<file path="src/sv/imufd_pkg.sv">
// Shared types and constants of the IMU CAN frame decoder.
package imufd_pkg;

	localparam int FRAC_BITS = 16;
	localparam int BYTE_W = 8;
	localparam int ID_W = 8;
	localparam int CODE_W = 16;
	localparam int QCODE_W = 14;
	localparam int CODE_MAX = (1 << CODE_W) - 1;
	localparam int QCODE_MAX = (1 << QCODE_W) - 1;
	localparam int SH_LONG = FRAC_BITS + 1 - CODE_W;
	localparam int SH_QUAT = FRAC_BITS + 1 - QCODE_W;

	localparam int VAL_W = 25;
	localparam int VALD_W = 18;
	localparam int TC_W = 16;
	localparam int YAW_W = 41;
	localparam int KIND_W = 3;
	localparam int CFG_IDX_W = 2;

	localparam int NUM_W = 10;
	localparam int NUM_ACCEL = 294;
	localparam int NUM_GYRO = 872;
	localparam int NUM_PITCH = 90;
	localparam int NUM_ANGLE = 180;
	localparam int NUM_QUAT = 1;
	localparam int DEN_ACCEL = 5;
	localparam int DEN_GYRO = 25;

	localparam int SUM_W = CODE_W + 1;
	localparam int P_W = NUM_W + CODE_W;
	localparam int Y_W = P_W + SH_LONG;
	localparam int A_W = Y_W - QCODE_W;
	localparam int X_W = Y_W + 1;
	localparam int H_W = X_W - 1;

	localparam int RECIP_SHIFT = 32;
	localparam longint RECIP_ACCEL =
		((longint'(1) << RECIP_SHIFT) + DEN_ACCEL - 1) / DEN_ACCEL;
	localparam longint RECIP_GYRO =
		((longint'(1) << RECIP_SHIFT) + DEN_GYRO - 1) / DEN_GYRO;
	localparam int RC_W = $clog2(RECIP_ACCEL + 1);
	localparam int PQ_W = H_W + RC_W;

	localparam longint HALF_TURN = longint'(180) << FRAC_BITS;
	localparam longint YAW_UNIT = longint'(360) << FRAC_BITS;
	localparam longint YAW_LIM = (longint'(1) << (YAW_W - 1)) - 1;
	localparam longint YAW_TMAX = YAW_LIM / YAW_UNIT + 1;

	localparam logic [ID_W-1:0] ACCEL_ID_RST = 8'd1;
	localparam logic [ID_W-1:0] GYRO_ID_RST = 8'd2;
	localparam logic [ID_W-1:0] EULER_ID_RST = 8'd3;
	localparam logic [ID_W-1:0] QUAT_ID_RST = 8'd4;

	typedef enum logic [KIND_W-1:0] {
		KIND_ACCEL = 3'd0,
		KIND_GYRO = 3'd1,
		KIND_EULER = 3'd2,
		KIND_QUAT = 3'd3,
		KIND_UNKNOWN = 3'd4
	} kind_t;

	typedef enum logic [CFG_IDX_W-1:0] {
		CFG_ACCEL_ID = 2'd0,
		CFG_GYRO_ID = 2'd1,
		CFG_EULER_ID = 2'd2,
		CFG_QUAT_ID = 2'd3
	} cfg_reg_t;

	typedef enum logic [1:0] {
		DIV_ONE = 2'd0,
		DIV_ACCEL = 2'd1,
		DIV_GYRO = 2'd2
	} div_sel_t;

	typedef struct packed {
		logic zero;
		logic quat;
		logic [NUM_W-1:0] num;
		div_sel_t div;
	} lane_cfg_t;

endpackage

</file>
<file path="src/sv/imufd_unwrap.sv">
// Yaw unwrap state: the saturating turn counter and the latest Euler yaw.
module imufd_unwrap #(
	parameter int TURN_BITS = 16
) (
	input logic clk,
	input logic arst_n,
	input logic upd,
	input logic signed [imufd_pkg::VAL_W-1:0] yaw,
	output logic signed [TURN_BITS-1:0] turns_q,
	output logic signed [imufd_pkg::VAL_W-1:0] last_yaw_q
);

	localparam int D_W = imufd_pkg::VAL_W + 1;
	localparam logic signed [D_W-1:0] HALF = D_W'(imufd_pkg::HALF_TURN);
	localparam logic signed [TURN_BITS-1:0] TURN_MIN = {1'b1, {(TURN_BITS - 1){1'b0}}};
	localparam logic signed [TURN_BITS-1:0] TURN_MAX = {1'b0, {(TURN_BITS - 1){1'b1}}};

	logic signed [D_W-1:0] diff;

	assign diff = D_W'(yaw) - D_W'(last_yaw_q);

	always_ff @(posedge clk or negedge arst_n) begin
		if (!arst_n) begin
			turns_q <= '0;
			last_yaw_q <= '0;
		end else if (upd) begin
			if (diff > HALF) begin
				if (turns_q != TURN_MIN) begin
					turns_q <= turns_q - TURN_BITS'(1);
				end
			end else if (diff < -HALF) begin
				if (turns_q != TURN_MAX) begin
					turns_q <= turns_q + TURN_BITS'(1);
				end
			end
			last_yaw_q <= yaw;
		end
	end

endmodule

</file>
<file path="config.mk">
export PLATFORM = sky130hd
export DESIGN_NAME = imufd_unwrap
export DESIGN_NICKNAME = d
export VERILOG_FILES = /design/src/sv/imufd_pkg.sv /design/src/sv/imufd_unwrap.sv
export SDC_FILE = /design/constraint.sdc
export NUM_CORES = 1
export LEC_CHECK = 0
export BUFFER_PORTS_ARGS = -buffer_cell sky130_fd_sc_hd__buf_2
export CORE_ASPECT_RATIO = 0.5
export CORE_UTILIZATION = 52
export CTS_CLUSTER_DIAMETER = 150
export DETAILED_ROUTE_END_ITERATION = 10
export GPL_TIMING_DRIVEN = 0
export PLACE_DENSITY = 0.88
export SLEW_MARGIN = 20
export SYNTH_ARGS = -nofsm -noshare
export SYNTH_HDL_FRONTEND = slang
export SYNTH_SLANG_ARGS = --single-unit
</file>
<file path="constraint.sdc">
create_clock -name clk -period 5.56 [get_ports clk]
set_input_delay 1.112 -clock clk [delete_from_list [all_inputs] [get_ports clk]]
set_output_delay 1.112 -clock clk [all_outputs]
set_load 0.02 [all_outputs]
</file>
==> metrics.txt <==
Seq. cell area=0.00103 mm2; synth unique cells=60; Synth Instances=456; initial antenna violation count=0; synth warn=0; Max Cap Violations=0; vias in the first global route=3455; crit path DAT=6.34 ns; RSZ-0062 raised after global routing=true; status=finished, violations left; Crit-path slowest cell=o41ai_2; Hold WC Path Type=reg2reg; cell area power density=506 mW/mm2; post-synth net total=525; worst setup margin=-0.603 ns; core area=0.00691 mm2; delay-heaviest family, CP=compound AO/OA/AOI/OAI gates; Finished Layout Cells=642; # DRC=0; Core Util, Final=0.714; detailed-router iteration count before antenna repair=5; syn avg cell area=8.46 um2; Rows=21; Root Driver=clkbuf_16; GR Util All Layers=0.256; # fillers=523; Peak VDD IR=0.485 mV; Mapped Area=0.00386 mm2; top_reg_cell synth=dfrtp_1; Skew-Pair Late Insertion Delay=0.29 ns; die extent in x=124 um; CTS sink count=41; ys async rst share=1.00; Multi-input gate area=0.00290 mm2; worst r2r src=last_yaw_q[0]$_DFFE_PN0P_; largest net degree at the start of global routing=42; GRT Residual Overflow=0; Buffers & Inverters on Critical Path=4; die area=0.00778 mm2; DIE HEIGHT=62.9 um; cts bufs inserted=5; CP startpoint kind=primary input; Worst Setup SP=yaw[0]; DR vias/cell=5.92; Seq/Total Area, Yosys=0.266; first-pass GRT wire length=15700 um; Seq cells post-synth=41; critical path class=in2reg; Final Hold Viols=0; CTS max path bufs=2; Post-synth EDFFs=0; Final setup viols=8; worst endpoint required time=5.73 ns; part of the cycle the worst path needs=1.11; Setup crit end kind=register; clock-pin slew on the worst setup and hold paths=0.06 ns; critical-path maximum fanout=7; largest stage delay on the critical path=0.43 ns; largest cells by area after synthesis=dfrtp_1, ha_1, o21ai_0, inv_1, nand2_1; Yosys top cell by area=dfrtp_1; Lkg Pwr=2.29 nW; commonest cells after routing, fill and taps aside=buf_2, nand2_1, dfrtp_1, inv_1, o21ai_0; CTS tree=yes; RePlAce Congestion=0.903; Ports=69; DR WL/cell=15.3 um; # hold bufs at CTS=0; Final #Nets=619; 1st-iter DRT viols=209; post-route ant nets=0; fmax=162 MHz; commonest non-fill, non-tap cell in the layout=buf_2; min-delay src=turns_q[15]$_DFFE_PN0P_; H-tree levels=2; failing checks=setup timing; skew final=0.00367 ns; Pins Over Slew Limit=0; via count=3799; Starting Density=0.558; measured slew at the worst slew-check pin=0.978 ns; Post-DP HPWL=6950 um; port bufs=68; ratio of cells with drive above 1 in the final layout=0.291; top cell type's share of synthesized area=0.266; Layout Area Growth over Synthesis=28.0%; placed cell count=616; max_slew headroom=0.348; DRT Wirelength=9810 um; ANT cells=0; Tmin final=6.16 ns
kinds of logic (layout without fill, tap and decap cells):
family          Yosys count  in the layout  synth area share
xor+xnor                 22             22            0.0500
mux                      16             16            0.0558
simple gates            133            133             0.177
flops                    41             41             0.266
compound gates          149            149             0.258
fa+ha+maj                41             41             0.137
buf+inv                  54            148            0.0565
per-layer routing:
metal | vias to the layer above | track usage | wire [um]
met4 | 0 | 0.0693 | 128
met2 | 87 | 0.447 | 4810
met5 | - | 0 | 0
met1 | 1827 | 0.321 | 4460
li1 | 1872 | - | -
met3 | 13 | 0.0447 | 420
registers in the layout, summed over array words and instances, names as in the netlist:
register	cells
last_yaw_q	25
turns_q	16
final cells by class:
| class | count | area share |
|---|---|---|
| plain buffers | 12 | 0.0122 |
| well taps | 92 | 0.0233 |
| multi-input cells | 361 | 0.587 |
| clock inverters | 2 | 0.00710 |
| clock buffers | 5 | 0.0253 |
| flip-flops and latches | 41 | 0.208 |
| inverters | 42 | 0.0360 |
| repair buffers | 87 | 0.102 |
power breakdown:
group	total [W]	internal (W)	switching [W]	leakage, nW
clock network	0.000332	0.000209	0.000123	0.0797
registers	0.000493	0.000381	0.000112	0.490
logic	0.00167	0.000812	0.000862	1.72
cells in the mapped netlist (3+ instances only):
cell type and number:
nor3b_1 4, xnor2_1 11, inv_1 42, a21o_1 10, nand2_1 42, nor2b_1 4
o211ai_1 4, or3_1 3, dfrtp_1 41, or2_2 3, a2111oi_0 7, a21oi_1 29
and2_1 4, a31oi_1 4, nor3_1 6, mux2_2 4, a211oi_1 7, o21ai_0 44
o21a_1 9, nand3_1 6, o31ai_1 4, a21boi_0 3, and3_1 5, ha_1 39
nand2b_1 11, buf_2 3, clkbuf_1 7, mux2_4 10, o21ai_1 4, nand4_1 12
nor4_1 4, nor2_1 22, xor2_1 11, o22ai_1 3
final timing paths:
kind | endpoint | slack (ns) | cells past startpoint
worst min-delay path | turns_q[15]$_DFFE_PN0P_ | 0.55 | 1
worst min register to register | turns_q[15]$_DFFE_PN0P_ | 0.55 | 1
worst max-delay path | turns_q[15]$_DFFE_PN0P_ | -0.60 | 28
worst max register to register | turns_q[15]$_DFFE_PN0P_ | -0.06 | 26
min in group asynchronous | turns_q[7]$_DFFE_PN0P_ | 0.98 | 1
max in group asynchronous | last_yaw_q[10]$_DFFE_PN0P_ | 3.98 | 1
worst reg2reg max path, cell delays in order, from the launching register on:
cell and delay [ns]:
dfrtp_1 0.40, ha_4 0.16, inv_2 0.04, fa_2 0.37
a211oi_2 0.25, o21ai_2 0.14, a2111oi_4 0.38, a211oi_2 0.08
a2111oi_2 0.39, o211ai_1 0.16, o41ai_2 0.33, nand2b_1 0.15
a221oi_4 0.31, nand2b_4 0.21, inv_8 0.06, ha_4 0.25
a21o_1 0.12, a21oi_2 0.08, o21a_1 0.22, o31ai_4 0.33
nor4_4 0.07, o41ai_2 0.43, a21o_1 0.21, a21oi_2 0.07
nand2b_1 0.08, o22ai_2 0.06, xor2_1 0.15
through the flow:
step           power [W]  setup TNS [ns]  hold WS [ns]  instance area [um2]  worst slack, ns
2_1_floorplan    0.00156          -0.884         0.599                 3980           -0.267
3_3_place_gp     0.00180           -7.11         0.521                 4440            -1.03
3_5_place_dp     0.00184           -8.80         0.525                 4440            -1.22
4_1_cts          0.00228           -1.51         0.539                 4750           -0.366
5_1_grt          0.00267           -5.00         0.567                 4940           -0.810
6_report         0.00250           -3.04         0.549                 4940           -0.603
repair_timing:
| action | CTS | global route |
|---|---|---|
| buffers inserted | 10 | 10 |
| resized for setup | 17 | 23 |
| pin swaps | 6 | 30 |
| hold endpoints to repair | 0 | 0 |
| endpoints found under the setup margin | 11 | 9 |
Power figures use the tool's default switching activity.
