### src/sv/imufd_pkg.sv
// Shared types and constants of the IMU CAN frame decoder.
package imufd_pkg;

	localparam int FRAC_BITS = 16;
	localparam int BYTE_W = 8;
	localparam int ID_W = 8;
	localparam int CODE_W = 16;
	localparam int QCODE_W = 14;
	localparam int CODE_MAX = (1 << CODE_W) - 1;
	localparam int QCODE_MAX = (1 << QCODE_W) - 1;
	localparam int SH_LONG = FRAC_BITS + 1 - CODE_W;
	localparam int SH_QUAT = FRAC_BITS + 1 - QCODE_W;

	localparam int VAL_W = 25;
	localparam int VALD_W = 18;
	localparam int TC_W = 16;
	localparam int YAW_W = 41;
	localparam int KIND_W = 3;
	localparam int CFG_IDX_W = 2;

	localparam int NUM_W = 10;
	localparam int NUM_ACCEL = 294;
	localparam int NUM_GYRO = 872;
	localparam int NUM_PITCH = 90;
	localparam int NUM_ANGLE = 180;
	localparam int NUM_QUAT = 1;
	localparam int DEN_ACCEL = 5;
	localparam int DEN_GYRO = 25;

	localparam int SUM_W = CODE_W + 1;
	localparam int P_W = NUM_W + CODE_W;
	localparam int Y_W = P_W + SH_LONG;
	localparam int A_W = Y_W - QCODE_W;
	localparam int X_W = Y_W + 1;
	localparam int H_W = X_W - 1;

	localparam int RECIP_SHIFT = 32;
	localparam longint RECIP_ACCEL =
		((longint'(1) << RECIP_SHIFT) + DEN_ACCEL - 1) / DEN_ACCEL;
	localparam longint RECIP_GYRO =
		((longint'(1) << RECIP_SHIFT) + DEN_GYRO - 1) / DEN_GYRO;
	localparam int RC_W = $clog2(RECIP_ACCEL + 1);
	localparam int PQ_W = H_W + RC_W;

	localparam longint HALF_TURN = longint'(180) << FRAC_BITS;
	localparam longint YAW_UNIT = longint'(360) << FRAC_BITS;
	localparam longint YAW_LIM = (longint'(1) << (YAW_W - 1)) - 1;
	localparam longint YAW_TMAX = YAW_LIM / YAW_UNIT + 1;

	localparam logic [ID_W-1:0] ACCEL_ID_RST = 8'd1;
	localparam logic [ID_W-1:0] GYRO_ID_RST = 8'd2;
	localparam logic [ID_W-1:0] EULER_ID_RST = 8'd3;
	localparam logic [ID_W-1:0] QUAT_ID_RST = 8'd4;

	typedef enum logic [KIND_W-1:0] {
		KIND_ACCEL = 3'd0,
		KIND_GYRO = 3'd1,
		KIND_EULER = 3'd2,
		KIND_QUAT = 3'd3,
		KIND_UNKNOWN = 3'd4
	} kind_t;

	typedef enum logic [CFG_IDX_W-1:0] {
		CFG_ACCEL_ID = 2'd0,
		CFG_GYRO_ID = 2'd1,
		CFG_EULER_ID = 2'd2,
		CFG_QUAT_ID = 2'd3
	} cfg_reg_t;

	typedef enum logic [1:0] {
		DIV_ONE = 2'd0,
		DIV_ACCEL = 2'd1,
		DIV_GYRO = 2'd2
	} div_sel_t;

	typedef struct packed {
		logic zero;
		logic quat;
		logic [NUM_W-1:0] num;
		div_sel_t div;
	} lane_cfg_t;

endpackage

### src/sv/imufd_lane.sv
// One scaling lane: maps a raw code onto its range in signed fixed point, rounded to nearest.
module imufd_lane (
	input logic clk,
	input logic en_s2,
	input logic en_s3,
	input logic [imufd_pkg::CODE_W-1:0] code,
	input imufd_pkg::lane_cfg_t cfg,
	output logic signed [imufd_pkg::VAL_W-1:0] value_s3
);

	logic [imufd_pkg::SUM_W-1:0] m;
	logic [imufd_pkg::SUM_W-1:0] two;
	logic neg;
	logic [imufd_pkg::SUM_W-1:0] mag;
	logic [imufd_pkg::P_W-1:0] prod_p;
	logic [imufd_pkg::Y_W-1:0] y;
	logic [imufd_pkg::A_W-1:0] a;
	logic [imufd_pkg::CODE_W-1:0] b;
	logic [imufd_pkg::SUM_W-1:0] s;
	logic corr;
	logic [imufd_pkg::X_W-1:0] dv;
	logic [imufd_pkg::X_W-1:0] x1;

	logic [imufd_pkg::H_W-1:0] h_s2;
	logic neg_s2;
	logic zero_s2;
	imufd_pkg::div_sel_t div_s2;

	logic [imufd_pkg::RC_W-1:0] rc;
	logic [imufd_pkg::PQ_W-1:0] prod_q;
	logic [imufd_pkg::VAL_W-1:0] q;
	logic [imufd_pkg::VAL_W-1:0] res;

	// Division by 2^bits - 1 folds into the code word itself plus a one-step correction.
	always_comb begin
		m = cfg.quat ? imufd_pkg::SUM_W'(imufd_pkg::QCODE_MAX) :
			imufd_pkg::SUM_W'(imufd_pkg::CODE_MAX);
		two = {code, 1'b0};
		neg = two < m;
		mag = neg ? (m - two) : (two - m);
		prod_p = imufd_pkg::P_W'(cfg.num) * imufd_pkg::P_W'(mag[imufd_pkg::CODE_W-1:0]);
		y = cfg.quat ? (imufd_pkg::Y_W'(prod_p) << imufd_pkg::SH_QUAT) :
			(imufd_pkg::Y_W'(prod_p) << imufd_pkg::SH_LONG);
		a = cfg.quat ? y[imufd_pkg::Y_W-1:imufd_pkg::QCODE_W] :
			imufd_pkg::A_W'(y[imufd_pkg::Y_W-1:imufd_pkg::CODE_W]);
		b = cfg.quat ? imufd_pkg::CODE_W'(y[imufd_pkg::QCODE_W-1:0]) :
			y[imufd_pkg::CODE_W-1:0];
		s = imufd_pkg::SUM_W'(a) + imufd_pkg::SUM_W'(b);
		corr = s >= m;
		case (cfg.div)
			imufd_pkg::DIV_ACCEL: dv = imufd_pkg::X_W'(imufd_pkg::DEN_ACCEL);
			imufd_pkg::DIV_GYRO: dv = imufd_pkg::X_W'(imufd_pkg::DEN_GYRO);
			default: dv = imufd_pkg::X_W'(1);
		endcase
		x1 = imufd_pkg::X_W'(y) + imufd_pkg::X_W'(a) + imufd_pkg::X_W'(corr) + dv;
	end

	always_ff @(posedge clk) begin
		if (en_s2) begin
			h_s2 <= x1[imufd_pkg::X_W-1:1];
			neg_s2 <= neg;
			zero_s2 <= cfg.zero;
			div_s2 <= cfg.div;
		end
	end

	// The remaining division by the range denominator is a reciprocal multiplication.
	always_comb begin
		case (div_s2)
			imufd_pkg::DIV_ACCEL: rc = imufd_pkg::RC_W'(imufd_pkg::RECIP_ACCEL);
			imufd_pkg::DIV_GYRO: rc = imufd_pkg::RC_W'(imufd_pkg::RECIP_GYRO);
			default: rc = '0;
		endcase
		prod_q = imufd_pkg::PQ_W'(h_s2) * imufd_pkg::PQ_W'(rc);
		q = (div_s2 == imufd_pkg::DIV_ONE) ? imufd_pkg::VAL_W'(h_s2) :
			prod_q[imufd_pkg::RECIP_SHIFT +: imufd_pkg::VAL_W];
		res = zero_s2 ? '0 : (neg_s2 ? -q : q);
	end

	always_ff @(posedge clk) begin
		if (en_s3) begin
			value_s3 <= res;
		end
	end

endmodule

### config.mk
export PLATFORM = sky130hd
export DESIGN_NAME = imufd_lane
export DESIGN_NICKNAME = d
export VERILOG_FILES = /design/src/sv/imufd_pkg.sv /design/src/sv/imufd_lane.sv
export SDC_FILE = /design/constraint.sdc
export NUM_CORES = 2
export LEC_CHECK = 0
export ABC_AREA = 1
export BUFFER_PORTS_ARGS = -buffer_cell sky130_fd_sc_hd__buf_2
export CORE_ASPECT_RATIO = 1.5
export CORE_MARGIN = 2
export CORE_UTILIZATION = 30
export DETAILED_ROUTE_END_ITERATION = 10
export GPL_TIMING_DRIVEN = 0
export SLEW_MARGIN = 40
export SYNTH_ARGS = -nofsm -noshare
export SYNTH_HDL_FRONTEND = slang
export SYNTH_SLANG_ARGS = --single-unit
### constraint.sdc
create_clock -name clk -period 24.7 [get_ports clk]
set_clock_uncertainty 0.15 [all_clocks]
set_input_delay 1.235 -clock clk [delete_from_list [all_inputs] [get_ports clk]]
set_output_delay 1.235 -clock clk [all_outputs]
set_load 0.02 [all_outputs]
==> results <==
- The max-slew violation total from the final report is 0.
- The number of violations reported at the end of detailed-routing iteration 0 is 1164.
- The per-instance average area after synthesis is 7.918 um2.
- The worst endpoint data arrival time is 12560 ps.
- The area of combinational cells with multiple inputs is 22610 um2.
- The first-pass iteration count of the detailed router is 5.
- The H-tree was split into 2 levels.
- The critical path ends at h_s2[22].
- The CTS tree is yes.
- The largest fanout on the critical path is 10.
- The number of nets in the synthesized netlist is 4540.
- Among all stages on the critical path, the largest delay is contributed by sky130_fd_sc_hd__xnor2_1.
- The die is 254.7 um wide.
- Sequential elements use 5.945% of the synthesized area.
- Detailed placement finished with a half-perimeter wire length of 81530 um.
- The worst path uses 51.14% of the clock period.
- 58 I/O pins were placed.
- The start point of the critical path is cfg[12].
- The type of the worst setup path is input pin to flop.
- The number of fill cells is 10030.
- The library cell used as clock root buffer is sky130_fd_sc_hd__clkbuf_16.
- The path type of the worst min-delay path is flop to flop.
- The final layout contains routed wiring with a total length of 89370 um.
- Setup repair after global routing left no endpoint under its margin.
- The number of antenna violations at the first check in global routing is 3.
- The number of buffers added on ports is 57.
- The area of the die is 96810 um2.
- Dividing the detail-routed wire length by the instance count gives 18.28 um.
- The total clock buffers created by CTS is 5.
- The number of endpoints failing setup at the final stage is 0.
- The region available for standard cell placement spans 93250 um2.
- At the end of routability-driven placement, the weighted congestion stood at 0.9877.
- The number of hold buffers added after cts is 0.
- The share of async-settable or async-resettable flops after synthesis is 0%.
- The pin count of the biggest net entering global routing is 32.
- The stage delay of the slowest cell on the critical path is 610 ps.
- The overall track demand over capacity in global routing is 18.89%.
- The count of final hold-check violations was 0.
- From synthesis to final layout, the design area changed by 7.334%.
- The final global-route overflow total is 0.
- Once the floorplan was initialized, standard cells occupied 30.33% of the core.
- The cell area after synthesis is 28280 um2.
- In this run the core area contains 137 standard-cell rows.
- The highest clock frequency the design can meet is 0.07917 GHz.
- The tightest hold path in the finished design has a slack of 660.6 ps.
- At the later pin of the worst-skew pair, clock insertion delay measures 320 ps.
- The via count is 22410.
- The beginning of the worst register-to-register path is div_s2[1].
- In this run the tightest slew margin relative to its limit is 46.25%.
- The utilization after layout is 32.56%.
- The wire length of the first global-routing pass is 136700 um.
- Across the whole layout, storage elements account for 1682 um2.
- The deepest clock path buffer count is 2.
- The net count of the finished layout is 4604.
- The number of gates resized after CTS was 0.
- The data required time at the worst endpoint is 24630 ps.
- The most used cell along the critical path is sky130_fd_sc_hd__nand2_1.
- The count of state elements after synthesis is 56.
- The via count of the first global-routing pass is 24340.
- The detailed-route DRC error count is 0.
- The distinct cell type count after synthesis is 50.
- The number of inserted diodes is 0.
- In the synthesized netlist, the number of instances is 3572.
- The number of buffers inserted to repair setup after CTS is 0.
- The worst path needs 12630 ps of the cycle, external delays included.
- Clock-pin slew was measured on the worst setup and hold paths at 90 ps.
- During synthesis, Yosys emitted a total of 0 warnings.
- Clock tree synthesis found a total of 56 sinks.
- In this run the critical register-to-register path is captured at value_s3[16].
- The count of flip-flops with a built-in enable after synthesis is 56.
- The max-capacitance violation count is 0.
- The share of layout cells above drive strength 1 is 5.527%.
- The actual transition at the worst max-transition pin is 806.2 ps.
- STA classifies the critical path endpoint as a flop.
- The flow ran to the end, and the final reports show no timing, DRC or antenna violations.
- Once detail routing completed, the nets flagged for antenna violations numbered 0.
- After routing, the total negative slack on setup checks comes to 0 ps.
- The most used flip-flop cell after synthesis is sky130_fd_sc_hd__edfxtp_1.
- The path depth of the worst reg2reg path is 35.
- The worst register-to-register path has a setup slack of 15250 ps.
- STA classifies the critical path startpoint as an input pin.
- The number of vias per cell after detailed routing is 4.585.
- The height of the die is 380.1 um.
[registers in the layout, indices dropped and copies added, names as in the netlist]
register,flops
div_s2,2
neg_s2,1
h_s2,27
zero_s2,1
value_s3,25
[metrics by stage]
stage	cell area, um2	setup WS, ps	instances
3_3_place_gp	30140	11820	4880
4_1_cts	30340	12060	4888
5_1_grt	30360	11230	4888
3_5_place_dp	30170	11710	4880
2_1_floorplan	28280	13960	3572
6_report	30360	12070	4888
[synth_stat cells (6+ instances only)]
master,count,area (um2)
sky130_fd_sc_hd__fa_1,521,10430
sky130_fd_sc_hd__clkinv_1,7,26.28
sky130_fd_sc_hd__nor2_4,7,78.83
sky130_fd_sc_hd__edfxtp_1,56,1682
sky130_fd_sc_hd__and2_1,6,37.54
sky130_fd_sc_hd__nor2_2,24,150.1
sky130_fd_sc_hd__o21ai_0,46,230.2
sky130_fd_sc_hd__nand2_2,28,175.2
sky130_fd_sc_hd__o21bai_1,8,60.06
sky130_fd_sc_hd__nor2_1,231,867.1
sky130_fd_sc_hd__nand2_1,745,2796
sky130_fd_sc_hd__xnor2_1,27,236.5
sky130_fd_sc_hd__ha_1,414,5180
sky130_fd_sc_hd__clkbuf_1,24,90.09
sky130_fd_sc_hd__a21oi_1,93,465.5
sky130_fd_sc_hd__buf_2,6,30.03
sky130_fd_sc_hd__inv_1,1021,3832
sky130_fd_sc_hd__inv_2,13,48.80
sky130_fd_sc_hd__nand3_2,6,60.06
sky130_fd_sc_hd__nor3_1,25,125.1
sky130_fd_sc_hd__or2_2,24,150.1
sky130_fd_sc_hd__nand3_1,121,605.6
sky130_fd_sc_hd__xor2_1,30,262.8
sky130_fd_sc_hd__nand4_1,30,187.7
[cells in the final DEF (no fill, tap or decap), drive strengths merged, types with 27 or more instances in the layout]
master	netlist	routed
nor2	262	262
o21ai	55	55
fa	521	521
xnor2	27	27
nand4	30	30
xor2	31	31
buf	9	66
nor3	28	28
ha	414	414
nand2	776	776
inv	1034	1035
nand3	127	127
clkbuf	24	29
edfxtp	56	56
a21oi	99	99
[cell type report]
class                   count  area share (%)
clock buffers               5          0.4121
repair buffers             57          0.9397
clock inverters             3          0.1525
flip-flops and latches     56           5.539
plain buffers              33          0.4451
multi-input cells        2442           74.48
inverters                1041           12.87
well taps                1251           5.156
[how the worst min path moves through the flow]
stage | from | to | slack (ps) | depth (start not counted)
2_1_floorplan | zero_s2 | value_s3[0] | 470 | 1
6_report | zero_s2 | value_s3[0] | 660 | 1
3_3_place_gp | zero_s2 | value_s3[0] | 610 | 1
4_1_cts | zero_s2 | value_s3[0] | 660 | 1
3_5_place_dp | zero_s2 | value_s3[0] | 630 | 1
5_1_grt | zero_s2 | value_s3[0] | 670 | 1
[worst max-delay path, delay by kind of cell]
kind	cells	cell delay (ps)
simple gates	21	2520
fa+ha+maj	11	4360
compound gates	12	2140
buf+inv	8	940
xor+xnor	4	1400
[metal layers]
layer	wire length (um)	GRT usage (%)	up-vias
met4	6323	10.91	0
met1	31460	19.41	10980
li1	-	-	10690
met2	49430	37.15	531
met5	0	0	-
met3	2160	0.8209	210
[logic make-up (layout without fill, tap and decap cells)]
kind of cell,Yosys count,count (layout),synth area share [%]
buf+inv,1074,1139,14.29
compound gates,183,183,3.694
flops,56,56,5.945
simple gates,1266,1266,19.06
xor+xnor,58,58,1.823
fa+ha+maj,935,935,55.19
Power is left out: the tool's default activity adds up to more than one toggle a clock period on the data nets, which glitch-free logic cannot reach.
